<file path="src/design/lne_pkg.sv">
// ----------------------------------------------------------------------------
// lne_pkg
// shared types and constants of the learned noise expander
// ----------------------------------------------------------------------------
`default_nettype none

package lne_pkg;

    // default parameter values
    localparam int MAX_LEARN_COUNT_DEF = 65536;
    localparam int SAMPLE_BITS_DEF     = 24;

    // opcode carried in the input tuser
    localparam int              OP_W       = 2;
    localparam logic [OP_W-1:0] OP_PROCESS = 2'd0;
    localparam logic [OP_W-1:0] OP_LEARN   = 2'd1;
    localparam logic [OP_W-1:0] OP_FINISH  = 2'd2;

    // configuration register map
    localparam int                    CFG_ADDR_W   = 2;
    localparam int                    CFG_DATA_W   = 23;
    localparam logic [CFG_ADDR_W-1:0] CFG_BYPASS   = 2'd0;
    localparam logic [CFG_ADDR_W-1:0] CFG_AMOUNT   = 2'd1;
    localparam logic [CFG_ADDR_W-1:0] CFG_BASE_THR = 2'd2;

    // gain, Q23
    localparam int                 GAIN_W    = 24;
    localparam int                 GAIN_FRAC = 23;
    localparam logic [GAIN_W-1:0]  GAIN_ONE  = 24'h800000;

    // threshold, 23-bit linear magnitude
    localparam int                 THR_W        = 23;
    localparam logic [THR_W-1:0]   THR_MAX      = 23'h7FFFFF;
    localparam logic [THR_W-1:0]   BASE_THR_RST = 23'd8389;

    // reduction amount, Q16, and the 0.85 depth scale in Q23
    localparam int                 AMT_W     = 17;
    localparam logic [AMT_W-1:0]   AMT_ONE   = 17'h10000;
    localparam int                 AMT_SHIFT = 16;
    localparam logic [THR_W-1:0]   DEPTH_K   = 23'd7130317;

    // smoothing coefficients, Q20
    localparam int                 COEF_W     = 15;
    localparam logic [COEF_W-1:0]  COEF_DOWN  = 15'd31457;
    localparam logic [COEF_W-1:0]  COEF_UP    = 15'd6291;
    localparam int                 COEF_SHIFT = 20;

    // learned magnitude sum
    localparam int                 SUM_W = 40;

    typedef enum logic [3:0] {
        ST_IDLE,
        ST_DECODE,
        ST_DEPTH,
        ST_DIV,
        ST_DIV_WAIT,
        ST_SMOOTH,
        ST_GAIN,
        ST_OUT_MUL,
        ST_OUT,
        ST_EMIT,
        ST_FIN_WAIT
    } lne_state_t;

endpackage

`default_nettype wire

</file>
<file path="src/design/lne_div.sv">
// ----------------------------------------------------------------------------
// lne_div
// restoring divider, one quotient bit per cycle
// ----------------------------------------------------------------------------
`default_nettype none

module lne_div #(
    parameter int N_W = 56,
    parameter int D_W = 23
) (
    input  wire logic           aclk,
    input  wire logic           aresetn,
    input  wire logic           start,
    input  wire logic [N_W-1:0] dividend,
    input  wire logic [D_W-1:0] divisor,
    output logic                done,
    output logic      [N_W-1:0] quotient
);

    localparam int CNT_W = (N_W > 1) ? $clog2(N_W) : 1;

    logic [N_W-1:0]   q_reg,    q_next;
    logic [D_W-1:0]   r_reg,    r_next;
    logic [D_W-1:0]   dv_reg,   dv_next;
    logic [CNT_W-1:0] cnt_reg,  cnt_next;
    logic             busy_reg, busy_next;
    logic             done_reg, done_next;

    logic [D_W:0]     shifted;
    logic [D_W:0]     trial;
    logic             fits;

    always_comb begin
        shifted   = {r_reg, q_reg[N_W-1]};
        trial     = shifted - {1'b0, dv_reg};
        fits      = shifted >= {1'b0, dv_reg};
        q_next    = q_reg;
        r_next    = r_reg;
        dv_next   = dv_reg;
        cnt_next  = cnt_reg;
        busy_next = busy_reg;
        done_next = 1'b0;
        if (start) begin
            q_next    = dividend;
            r_next    = '0;
            dv_next   = divisor;
            cnt_next  = '0;
            busy_next = 1'b1;
        end else if (busy_reg) begin
            // shift in one dividend bit, subtract when the divisor fits
            q_next = {q_reg[N_W-2:0], fits};
            r_next = fits ? trial[D_W-1:0] : shifted[D_W-1:0];
            if (cnt_reg == CNT_W'(N_W - 1)) begin
                busy_next = 1'b0;
                done_next = 1'b1;
            end else begin
                cnt_next = cnt_reg + CNT_W'(1);
            end
        end
    end

    always_ff @(posedge aclk) begin
        if (!aresetn) begin
            busy_reg <= 1'b0;
            done_reg <= 1'b0;
            cnt_reg  <= '0;
        end else begin
            busy_reg <= busy_next;
            done_reg <= done_next;
            cnt_reg  <= cnt_next;
        end
    end

    always_ff @(posedge aclk) begin
        q_reg  <= q_next;
        r_reg  <= r_next;
        dv_reg <= dv_next;
    end

    assign done     = done_reg;
    assign quotient = q_reg;

endmodule

`default_nettype wire

</file>
<file path="src/design/learned_noise_expander_top.sv">
// ----------------------------------------------------------------------------
// learned_noise_expander_top
// downward noise expander with a learned threshold on signed audio samples
// ----------------------------------------------------------------------------
// Each input beat carries a sample in tdata and an opcode in tuser: 0 processes
// the sample and returns one output beat, 1 adds the sample magnitude to the
// noise estimate, 2 closes the estimate and raises the learned threshold to
// 1.5 times the mean magnitude (opcode 3 does nothing). Samples below the
// threshold, the larger of base_threshold and the learned one, are pulled
// toward a floor set by reduction_amount with a smoothed gain. The block
// handles one beat at a time and holds s_tready low until that beat is done;
// a processed sample below the threshold and a finish beat with samples both
// wait on the divider, and a processed sample skips the gain update when the
// gain is already on target. The divider is one shared restoring unit taking
// one quotient bit per cycle over max(SAMPLE_BITS, 24)+24 bits; a single
// shared multiplier does every product, one per cycle with its result
// registered. An output register sits on the master side, so a new beat is
// taken while the previous result still waits for m_tready; a result that
// finds that register still full holds the block until m_tready frees it.
// Configuration writes are applied at once and are meant to happen only while
// the block is idle; writing base_threshold also clears the learned threshold.
// ----------------------------------------------------------------------------
`default_nettype none

module learned_noise_expander_top #(
    parameter int MAX_LEARN_COUNT = lne_pkg::MAX_LEARN_COUNT_DEF,
    parameter int SAMPLE_BITS     = lne_pkg::SAMPLE_BITS_DEF,
    localparam int TDATA_W        = ((SAMPLE_BITS + 7) / 8) * 8
) (
    input  wire logic                            aclk,
    input  wire logic                            aresetn,
    // input beats
    input  wire logic                            s_tvalid,
    output logic                                 s_tready,
    input  wire logic [TDATA_W-1:0]              s_tdata,   // sample_in
    input  wire logic [lne_pkg::OP_W-1:0]        s_tuser,   // opcode
    // result beats
    output logic                                 m_tvalid,
    input  wire logic                            m_tready,
    output logic      [TDATA_W-1:0]              m_tdata,   // sample_out
    // register writes
    input  wire logic                            cfg_wr_en,
    input  wire logic [lne_pkg::CFG_ADDR_W-1:0]  cfg_addr,
    input  wire logic [lne_pkg::CFG_DATA_W-1:0]  cfg_wdata
);

    // operand and product widths of the shared multiplier
    localparam int A_W     = (SAMPLE_BITS > lne_pkg::GAIN_W) ? SAMPLE_BITS : lne_pkg::GAIN_W;
    localparam int MUL_W   = A_W + lne_pkg::GAIN_W;
    localparam int Y_W     = MUL_W - lne_pkg::GAIN_FRAC;
    localparam int CNT_W   = $clog2(MAX_LEARN_COUNT + 1);
    localparam int DIV_D_W = (CNT_W + 1 > lne_pkg::THR_W) ? CNT_W + 1 : lne_pkg::THR_W;
    localparam int SUM3_W  = lne_pkg::SUM_W + 2;

    localparam logic [MUL_W-1:0] STEP_RND = (MUL_W'(1) << lne_pkg::COEF_SHIFT) - MUL_W'(1);
    localparam logic [MUL_W-1:0] OUT_RND  = MUL_W'(1) << (lne_pkg::GAIN_FRAC - 1);
    localparam logic [Y_W-1:0]   LIM_NEG  = Y_W'(1) << (SAMPLE_BITS - 1);
    localparam logic [Y_W-1:0]   LIM_POS  = LIM_NEG - Y_W'(1);
    localparam logic [CNT_W-1:0] CNT_MAX  = CNT_W'(MAX_LEARN_COUNT);

    // control and model state
    lne_pkg::lne_state_t            state_reg,    state_next;
    logic                           m_tvalid_reg, m_tvalid_next;
    logic                           bypass_reg,   bypass_next;
    logic [lne_pkg::AMT_W-1:0]      amount_reg,   amount_next;
    logic [lne_pkg::THR_W-1:0]      base_thr_reg, base_thr_next;
    logic [lne_pkg::THR_W-1:0]      learned_reg,  learned_next;
    logic [lne_pkg::GAIN_W-1:0]     gain_reg,     gain_next;
    logic [lne_pkg::SUM_W-1:0]      sum_reg,      sum_next;
    logic [CNT_W-1:0]               count_reg,    count_next;
    logic                           learning_reg, learning_next;

    // per-beat payload
    logic [lne_pkg::OP_W-1:0]       op_reg,       op_next;
    logic [SAMPLE_BITS-1:0]         sample_reg,   sample_next;
    logic [A_W-1:0]                 mag_reg,      mag_next;
    logic                           neg_reg,      neg_next;
    logic [MUL_W-1:0]               prod_reg,     prod_next;
    logic [lne_pkg::THR_W-1:0]      depth_reg,    depth_next;
    logic [lne_pkg::GAIN_W-1:0]     target_reg,   target_next;
    logic                           down_reg,     down_next;
    logic [SAMPLE_BITS-1:0]         res_reg,      res_next;
    logic [TDATA_W-1:0]             m_tdata_reg,  m_tdata_next;

    // shared multiplier
    logic [A_W-1:0]                 mul_a;
    logic [lne_pkg::GAIN_W-1:0]     mul_b;
    logic [MUL_W-1:0]               mul_res;
    logic                           mul_en;

    // shared divider
    logic                           div_start;
    logic [MUL_W-1:0]               div_dividend;
    logic [DIV_D_W-1:0]             div_divisor;
    logic                           div_done;
    logic [MUL_W-1:0]               div_quo;

    // datapath helpers
    logic [SAMPLE_BITS-1:0]         in_sample;
    logic [SAMPLE_BITS-1:0]         in_mag;
    logic [lne_pkg::THR_W-1:0]      thr;
    logic [lne_pkg::AMT_W-1:0]      amt_c;
    logic [lne_pkg::SUM_W:0]        sum_add;
    logic [SUM3_W-1:0]              sum3;
    logic [MUL_W-1:0]               step_sum;
    logic [lne_pkg::GAIN_W-1:0]     step;
    logic [MUL_W-1:0]               out_sum;
    logic [Y_W-1:0]                 y_mag;
    logic [Y_W-1:0]                 y_sat;
    logic [lne_pkg::THR_W-1:0]      mean15;

    assign mul_res = mul_a * mul_b;

    lne_div #(
        .N_W (MUL_W),
        .D_W (DIV_D_W)
    ) u_div (
        .aclk     (aclk),
        .aresetn  (aresetn),
        .start    (div_start),
        .dividend (div_dividend),
        .divisor  (div_divisor),
        .done     (div_done),
        .quotient (div_quo)
    );

    // sample magnitude, the most negative sample maps to 2^(SAMPLE_BITS-1)
    assign in_sample = s_tdata[SAMPLE_BITS-1:0];
    assign in_mag    = in_sample[SAMPLE_BITS-1] ? (~in_sample + SAMPLE_BITS'(1)) : in_sample;

    // effective threshold and clamped amount
    assign thr   = (base_thr_reg > learned_reg) ? base_thr_reg : learned_reg;
    assign amt_c = (amount_reg > lne_pkg::AMT_ONE) ? lne_pkg::AMT_ONE : amount_reg;

    // learn accumulation and finish dividend 3 * sum
    assign sum_add = {1'b0, sum_reg} + (lne_pkg::SUM_W + 1)'(mag_reg);
    assign sum3    = SUM3_W'(sum_reg) + SUM3_W'({sum_reg, 1'b0});

    // gain step, rounded up
    assign step_sum = prod_reg + STEP_RND;
    assign step     = step_sum[lne_pkg::COEF_SHIFT +: lne_pkg::GAIN_W];

    // output magnitude, rounded to nearest and saturated per sign
    assign out_sum = prod_reg + OUT_RND;
    assign y_mag   = out_sum[MUL_W-1:lne_pkg::GAIN_FRAC];
    assign y_sat   = neg_reg ? ((y_mag > LIM_NEG) ? LIM_NEG : y_mag)
                             : ((y_mag > LIM_POS) ? LIM_POS : y_mag);

    // saturated learned mean times 1.5
    assign mean15 = (div_quo > MUL_W'(lne_pkg::THR_MAX)) ? lne_pkg::THR_MAX
                                                          : div_quo[lne_pkg::THR_W-1:0];

    assign s_tready = (state_reg == lne_pkg::ST_IDLE);
    assign m_tvalid = m_tvalid_reg;
    assign m_tdata  = m_tdata_reg;

    always_comb begin
        state_next    = state_reg;
        m_tvalid_next = m_tvalid_reg;
        bypass_next   = bypass_reg;
        amount_next   = amount_reg;
        base_thr_next = base_thr_reg;
        learned_next  = learned_reg;
        gain_next     = gain_reg;
        sum_next      = sum_reg;
        count_next    = count_reg;
        learning_next = learning_reg;
        op_next       = op_reg;
        sample_next   = sample_reg;
        mag_next      = mag_reg;
        neg_next      = neg_reg;
        depth_next    = depth_reg;
        target_next   = target_reg;
        down_next     = down_reg;
        res_next      = res_reg;
        m_tdata_next  = m_tdata_reg;
        mul_a         = mag_reg;
        mul_b         = gain_reg;
        mul_en        = 1'b0;
        div_start     = 1'b0;
        div_dividend  = prod_reg;
        div_divisor   = DIV_D_W'(thr);

        // result beat taken downstream
        if (m_tvalid_reg && m_tready) begin
            m_tvalid_next = 1'b0;
        end

        // register writes
        if (cfg_wr_en) begin
            case (cfg_addr)
                lne_pkg::CFG_BYPASS: begin
                    bypass_next = cfg_wdata[0];
                end
                lne_pkg::CFG_AMOUNT: begin
                    amount_next = cfg_wdata[lne_pkg::AMT_W-1:0];
                end
                lne_pkg::CFG_BASE_THR: begin
                    base_thr_next = cfg_wdata[lne_pkg::THR_W-1:0];
                    learned_next  = '0;
                end
                default: begin
                end
            endcase
        end

        case (state_reg)
            lne_pkg::ST_IDLE: begin
                if (s_tvalid) begin
                    op_next     = s_tuser;
                    sample_next = in_sample;
                    mag_next    = A_W'(in_mag);
                    neg_next    = in_sample[SAMPLE_BITS-1];
                    state_next  = lne_pkg::ST_DECODE;
                end
            end
            lne_pkg::ST_DECODE: begin
                case (op_reg)
                    lne_pkg::OP_LEARN: begin
                        learning_next = 1'b1;
                        sum_next      = sum_add[lne_pkg::SUM_W] ? '1
                                                                : sum_add[lne_pkg::SUM_W-1:0];
                        if (count_reg < CNT_MAX) begin
                            count_next = count_reg + CNT_W'(1);
                        end
                        state_next = lne_pkg::ST_IDLE;
                    end
                    lne_pkg::OP_FINISH: begin
                        if (count_reg != '0) begin
                            div_start    = 1'b1;
                            div_dividend = MUL_W'(sum3);
                            div_divisor  = DIV_D_W'({count_reg, 1'b0});
                            state_next   = lne_pkg::ST_FIN_WAIT;
                        end else begin
                            sum_next      = '0;
                            learning_next = 1'b0;
                            state_next    = lne_pkg::ST_IDLE;
                        end
                    end
                    lne_pkg::OP_PROCESS: begin
                        if (bypass_reg || learning_reg) begin
                            res_next   = sample_reg;
                            state_next = lne_pkg::ST_EMIT;
                        end else if (mag_reg < A_W'(thr)) begin
                            // depth = amount * 0.85, first product
                            mul_a      = A_W'(amt_c);
                            mul_b      = lne_pkg::GAIN_W'(lne_pkg::DEPTH_K);
                            mul_en     = 1'b1;
                            state_next = lne_pkg::ST_DEPTH;
                        end else begin
                            target_next = lne_pkg::GAIN_ONE;
                            state_next  = lne_pkg::ST_SMOOTH;
                        end
                    end
                    default: begin
                        state_next = lne_pkg::ST_IDLE;
                    end
                endcase
            end
            lne_pkg::ST_DEPTH: begin
                // depth * |x|, divided by the threshold next
                depth_next = prod_reg[lne_pkg::AMT_SHIFT +: lne_pkg::THR_W];
                mul_a      = mag_reg;
                mul_b      = lne_pkg::GAIN_W'(prod_reg[lne_pkg::AMT_SHIFT +: lne_pkg::THR_W]);
                mul_en     = 1'b1;
                state_next = lne_pkg::ST_DIV;
            end
            lne_pkg::ST_DIV: begin
                div_start  = 1'b1;
                state_next = lne_pkg::ST_DIV_WAIT;
            end
            lne_pkg::ST_DIV_WAIT: begin
                if (div_done) begin
                    target_next = lne_pkg::GAIN_ONE - lne_pkg::GAIN_W'(depth_reg)
                                + lne_pkg::GAIN_W'(div_quo[lne_pkg::THR_W-1:0]);
                    state_next  = lne_pkg::ST_SMOOTH;
                end
            end
            lne_pkg::ST_SMOOTH: begin
                if (target_reg < gain_reg) begin
                    down_next  = 1'b1;
                    mul_a      = A_W'(gain_reg - target_reg);
                    mul_b      = lne_pkg::GAIN_W'(lne_pkg::COEF_DOWN);
                    mul_en     = 1'b1;
                    state_next = lne_pkg::ST_GAIN;
                end else if (target_reg > gain_reg) begin
                    down_next  = 1'b0;
                    mul_a      = A_W'(target_reg - gain_reg);
                    mul_b      = lne_pkg::GAIN_W'(lne_pkg::COEF_UP);
                    mul_en     = 1'b1;
                    state_next = lne_pkg::ST_GAIN;
                end else begin
                    // gain already on target, go straight to the output product
                    mul_en     = 1'b1;
                    state_next = lne_pkg::ST_OUT;
                end
            end
            lne_pkg::ST_GAIN: begin
                gain_next  = down_reg ? (gain_reg - step) : (gain_reg + step);
                state_next = lne_pkg::ST_OUT_MUL;
            end
            lne_pkg::ST_OUT_MUL: begin
                mul_en     = 1'b1;
                state_next = lne_pkg::ST_OUT;
            end
            lne_pkg::ST_OUT: begin
                res_next   = neg_reg ? (~y_sat[SAMPLE_BITS-1:0] + SAMPLE_BITS'(1))
                                     : y_sat[SAMPLE_BITS-1:0];
                state_next = lne_pkg::ST_EMIT;
            end
            lne_pkg::ST_EMIT: begin
                // wait for the output register to free up
                if (!m_tvalid_reg || m_tready) begin
                    m_tvalid_next = 1'b1;
                    m_tdata_next  = TDATA_W'(res_reg);
                    state_next    = lne_pkg::ST_IDLE;
                end
            end
            lne_pkg::ST_FIN_WAIT: begin
                if (div_done) begin
                    if (mean15 > learned_reg) begin
                        learned_next = mean15;
                    end
                    sum_next      = '0;
                    count_next    = '0;
                    learning_next = 1'b0;
                    state_next    = lne_pkg::ST_IDLE;
                end
            end
            default: begin
                state_next = lne_pkg::ST_IDLE;
            end
        endcase

        if (count_next != count_reg && state_reg == lne_pkg::ST_DECODE
                && op_reg == lne_pkg::OP_FINISH) begin
            count_next = '0;
        end
        if (state_reg == lne_pkg::ST_DECODE && op_reg == lne_pkg::OP_FINISH
                && count_reg == '0) begin
            count_next = '0;
        end
    end

    assign prod_next = mul_en ? mul_res : prod_reg;

    // control and model state
    always_ff @(posedge aclk) begin
        if (!aresetn) begin
            state_reg    <= lne_pkg::ST_IDLE;
            m_tvalid_reg <= 1'b0;
            bypass_reg   <= 1'b0;
            amount_reg   <= '0;
            base_thr_reg <= lne_pkg::BASE_THR_RST;
            learned_reg  <= '0;
            gain_reg     <= lne_pkg::GAIN_ONE;
            sum_reg      <= '0;
            count_reg    <= '0;
            learning_reg <= 1'b0;
        end else begin
            state_reg    <= state_next;
            m_tvalid_reg <= m_tvalid_next;
            bypass_reg   <= bypass_next;
            amount_reg   <= amount_next;
            base_thr_reg <= base_thr_next;
            learned_reg  <= learned_next;
            gain_reg     <= gain_next;
            sum_reg      <= sum_next;
            count_reg    <= count_next;
            learning_reg <= learning_next;
        end
    end

    // payload, no reset needed
    always_ff @(posedge aclk) begin
        op_reg      <= op_next;
        sample_reg  <= sample_next;
        mag_reg     <= mag_next;
        neg_reg     <= neg_next;
        prod_reg    <= prod_next;
        depth_reg   <= depth_next;
        target_reg  <= target_next;
        down_reg    <= down_next;
        res_reg     <= res_next;
        m_tdata_reg <= m_tdata_next;
    end

endmodule

`default_nettype wire
</file>
<file path="config.mk">
export PLATFORM = sky130hd
export DESIGN_NAME = learned_noise_expander_top
export DESIGN_NICKNAME = d
export VERILOG_FILES = /design/src/design/lne_pkg.sv /design/src/design/lne_div.sv /design/src/design/learned_noise_expander_top.sv
export SDC_FILE = /design/constraint.sdc
export NUM_CORES = 2
export LEC_CHECK = 0
export BUFFER_PORTS_ARGS = -buffer_cell sky130_fd_sc_hd__buf_4
export CORE_MARGIN = 3
export CORE_UTILIZATION = 50
export DETAILED_ROUTE_END_ITERATION = 7
export HOLD_SLACK_MARGIN = 0.03
export PLACE_DENSITY = 0.77
export SYNTH_ARGS = -nofsm -noshare
export SYNTH_HDL_FRONTEND = slang
export SYNTH_HIERARCHICAL = 1
export SYNTH_SLANG_ARGS = --single-unit
</file>
<file path="constraint.sdc">
create_clock -name aclk -period 20.4 [get_ports aclk]
set_input_delay 1.02 -clock aclk [delete_from_list [all_inputs] [get_ports aclk]]
set_output_delay 1.02 -clock aclk [all_outputs]
set_load 0.01 [all_outputs]
</file>
==> report_table.html <==
<table>
<tr><th>Metric</th><th>Value</th></tr>
<tr><th colspan="2">Finish</th></tr>
<tr><td>NumNets Final</td><td>6943</td></tr>
<tr><td>Layout-stage area growth over the synthesis result</td><td>7.28%</td></tr>
<tr><td>Design area</td><td>55300 um^2</td></tr>
<tr><td>Number of inserted filler cells in the final layout</td><td>9287</td></tr>
<tr><td>Fin cells</td><td>7385</td></tr>
<tr><td>Layout cell share with drive strength beyond 1</td><td>0.0715</td></tr>
<tr><th colspan="2">Floorplanning</th></tr>
<tr><td>Std-Cell Core Area</td><td>102000 um^2</td></tr>
<tr><td>Number of core rows</td><td>117</td></tr>
<tr><td>Number of top-level pins</td><td>82</td></tr>
<tr><td>Die footprint</td><td>107000 um^2</td></tr>
<tr><td>Die extent in y</td><td>327 um</td></tr>
<tr><td>Effective utilization at floorplan</td><td>0.505</td></tr>
<tr><td>Die outline width</td><td>327 um</td></tr>
<tr><th colspan="2">Global route</th></tr>
<tr><td>Number of global-route vias before repair</td><td>44.5k</td></tr>
<tr><td>Residual overflow from global routing</td><td>0</td></tr>
<tr><td>Gr usage total</td><td>0.309</td></tr>
<tr><td>First-pass GRT wire length</td><td>257000 um</td></tr>
<tr><td>Maximum number of pins on one net before global-route repair</td><td>80</td></tr>
<tr><td>Antenna violations before repair</td><td>12</td></tr>
<tr><th colspan="2">Yosys</th></tr>
<tr><td>Register bit total from synthesis</td><td>446</td></tr>
<tr><td>Synthesized instance count</td><td>6012</td></tr>
<tr><td>Post-synthesis instance area</td><td>51600 um^2</td></tr>
<tr><td>Synth unique cells</td><td>117</td></tr>
<tr><td>Count of flip-flops with a built-in enable after synthesis</td><td>264</td></tr>
<tr><td>Fraction of synthesis flops using an asynchronous set or reset pin</td><td>0</td></tr>
<tr><td>Post-synthesis xor/xnor area fraction</td><td>0.0416</td></tr>
<tr><td>Nets in the synthesized netlist</td><td>6987</td></tr>
<tr><td>Complex-gate fraction of the synthesized area</td><td>0.164</td></tr>
<tr><td>Share of cell area taken by muxes after synthesis</td><td>0.0183</td></tr>
<tr><td>Arithmetic-cell share of the synthesized area counting full adders, half adders and majority gates</td><td>0.294</td></tr>
<tr><td>Dominant combinational cell family by area after synthesis</td><td>adder cells</td></tr>
<tr><td>Simple-gate share of the synthesized area</td><td>0.175</td></tr>
<tr><td>Register area share after synthesis</td><td>0.224</td></tr>
<tr><td>Average size of a mapped cell</td><td>8.58 um^2</td></tr>
<tr><td>Synthesis warning total</td><td>6</td></tr>
<tr><td>Commonest register cell after synthesis</td><td>edfxtp_1</td></tr>
<tr><th colspan="2">Worst setup path</th></tr>
<tr><td>Most Frequent Cell on Critical Path</td><td>fa_1</td></tr>
<tr><td>Slowest-stage cell, CP</td><td>a221oi_1</td></tr>
<tr><td>Worst endpoint required time</td><td>20.75 ns</td></tr>
<tr><td>Maximum single-stage delay on the critical path</td><td>0.91 ns</td></tr>
<tr><td>Kind of critical path</td><td>register to register</td></tr>
<tr><td>Maximum net fanout on the critical path</td><td>24</td></tr>
<tr><td>Worst endpoint data arrival time</td><td>14.71 ns</td></tr>
<tr><td>Kind of start point of the critical path</td><td>register</td></tr>
<tr><td>Worst Setup End Kind</td><td>register</td></tr>
<tr><th colspan="2">Placement</th></tr>
<tr><td>Final RePlAce weighted congestion</td><td>0.997</td></tr>
<tr><td>Placed instance count</td><td>7282</td></tr>
<tr><td>HPWL after DPL</td><td>127000 um</td></tr>
<tr><td>Area after DPL</td><td>53500 um^2</td></tr>
<tr><td>Number of input and output port buffers inserted</td><td>81</td></tr>
<tr><th colspan="2">Clocking</th></tr>
<tr><td>Number of gates resized after CTS</td><td>0</td></tr>
<tr><td>Count of clock tree sinks</td><td>446</td></tr>
<tr><td>Number of buffers inserted to repair setup after CTS</td><td>0</td></tr>
<tr><td>Number of H-tree branching levels</td><td>2</td></tr>
<tr><td>Max Root-Sink Buffers</td><td>3</td></tr>
<tr><td>Buffer cell driving the clock tree root</td><td>clkbuf_16</td></tr>
<tr><td>Total CTS buffers</td><td>52</td></tr>
<tr><td>Post-cts hold buffer count</td><td>0</td></tr>
<tr><td>Clock latency on the worst-skew pair</td><td>0.63 ns</td></tr>
<tr><td>Clock tree from TritonCTS</td><td>done</td></tr>
<tr><td>Clock transition at the registers of the reported paths</td><td>0.06 ns</td></tr>
<tr><th colspan="2">Routing</th></tr>
<tr><td>First drt pass iteration count</td><td>6</td></tr>
<tr><td>Count of nets left with antenna violations after detail routing</td><td>0</td></tr>
<tr><td>Vias per std cell</td><td>6.07</td></tr>
<tr><td>DR DRC count</td><td>0</td></tr>
<tr><td>Total wire length</td><td>167000 um</td></tr>
<tr><td>Routed length per placed instance</td><td>22.6 um</td></tr>
<tr><td>Number of DRC markers after the initial detailed-route iteration</td><td>4934</td></tr>
<tr><td>Total via count after detailed routing</td><td>44.8k</td></tr>
<tr><th colspan="2">Timing</th></tr>
<tr><td>Clock skew after layout</td><td>0.0320 ns</td></tr>
<tr><td>Setup TNS</td><td>0 ns</td></tr>
<tr><td>Slew at the pin with the worst max-slew slack</td><td>1.25 ns</td></tr>
<tr><td>Finish-stage setup viols</td><td>0</td></tr>
<tr><td>Count of pins over their slew limit</td><td>0</td></tr>
<tr><td>Maximum clock rate</td><td>69.6 MHz</td></tr>
<tr><td>Minimum clock period after layout</td><td>14.36 ns</td></tr>
<tr><td>Final worst path period share</td><td>0.704</td></tr>
<tr><td>Tightest slew margin relative to the limit</td><td>0.164</td></tr>
<tr><td>Hold Fails Final Rpt</td><td>0</td></tr>
<tr><td>Unrepaired setup endpoints after global routing</td><td>false</td></tr>
<tr><th colspan="2">Run status</th></tr>
<tr><td>Result of the run</td><td>finished clean</td></tr>
<tr><th colspan="2">Worst hold path</th></tr>
<tr><td>Path category of the worst min-delay check</td><td>register to register</td></tr>
<tr><th colspan="2">Job</th></tr>
<tr><td>Max-cap violation count</td><td>0</td></tr>
</table>
==> cell families (layout without fill, tap and decap cells) <==
logic type               after synthesis  count (layout)
XOR/XNOR                             245             245
adder cells (fa/ha/maj)              919             919
AO/OA/AOI/OAI                       1292            1292
other                                  0               6
flip-flops                           446             446
AND/OR/NAND/NOR                     1937            1937
buffers and inverters               1085            1084
multiplexers                          88              88
==> cell type report <==
type,instances,area [um^2],share of cell area
repair buffers,174,1310,0.0236
diodes,6,15.0,0.000271
clock inverters,36,414,0.00748
clock buffers,61,1370,0.0247
inverters,813,3050,0.0552
well taps,1368,1710,0.0309
flip-flops and latches,446,11600,0.209
multi-input cells,4481,35900,0.649
==> final timing paths <==
check,from,slack (ns),end,cells after the start
setup reg to reg,learned_reg[18],6.04,prod_reg[44],44
hold reg to reg,res_reg[3],0.42,m_tdata[3],0
hold / removal,res_reg[3],0.42,m_tdata[3],0
setup / recovery,learned_reg[18],6.04,prod_reg[44],44
==> cell usage in the layout, fill, tap and decap left out, types with 93 or more instances in the layout <==
cell,count
o21ai_0,296
inv_1,810
xor2_1,93
edfxtp_1,264
ha_1,430
dfxtp_1,182
nor2_1,353
and2_1,142
fa_1,489
buf_4,174
nand3_1,96
a21oi_1,306
a21o_1,114
nand2_1,871
xnor2_1,152
==> per-stage QoR <==
step | util | setup slack [ns] | hold slack [ns]
after floorplan | - | 8.51 | 0.400
after global placement | 0.525 | 6.59 | 0.401
after detailed placement | 0.525 | 6.30 | 0.405
after CTS | 0.542 | 6.24 | 0.419
after global routing | 0.542 | 5.52 | 0.427
final | 0.542 | 6.04 | 0.418
==> synth_stat cells, drive strengths merged (93+ instances only) <==
| cell | instances | area, um^2 |
|---|---|---|
| a21o | 115 | 865 |
| inv | 812 | 3050 |
| dfxtp | 182 | 3640 |
| xnor2 | 152 | 1330 |
| o21ai | 325 | 1650 |
| fa | 489 | 9790 |
| nand2 | 873 | 3280 |
| nor3 | 93 | 475 |
| and2 | 145 | 910 |
| clkbuf | 209 | 843 |
| nor2 | 357 | 1350 |
| xor2 | 93 | 815 |
| edfxtp | 264 | 7930 |
| ha | 430 | 5380 |
| nand3 | 96 | 480 |
| a21oi | 309 | 1550 |
==> metal layers <==
metal	track usage	vias to the layer above	wire, um	part of all wire
met5	0	-	66	0.00040
met4	0.162	10	10600	0.064
met3	0.0658	530	16300	0.097
met2	0.503	2202	76400	0.46
met1	0.386	21900	63700	0.38
li1	-	20200	-	-
==> critical path, delay by kind of cell (launching register included) <==
| kind | cells | cell delay, ns |
|---|---|---|
| adder cells (fa/ha/maj) | 10 | 4.52 |
| XOR/XNOR | 1 | 0.10 |
| multiplexers | 1 | 0.38 |
| AO/OA/AOI/OAI | 20 | 5.88 |
| buffers and inverters | 6 | 0.67 |
| flip-flops | 1 | 0.34 |
| AND/OR/NAND/NOR | 6 | 2.20 |
Power is left out: the tool's default activity adds up to more than one toggle a clock period on the data nets, which glitch-free logic cannot reach.
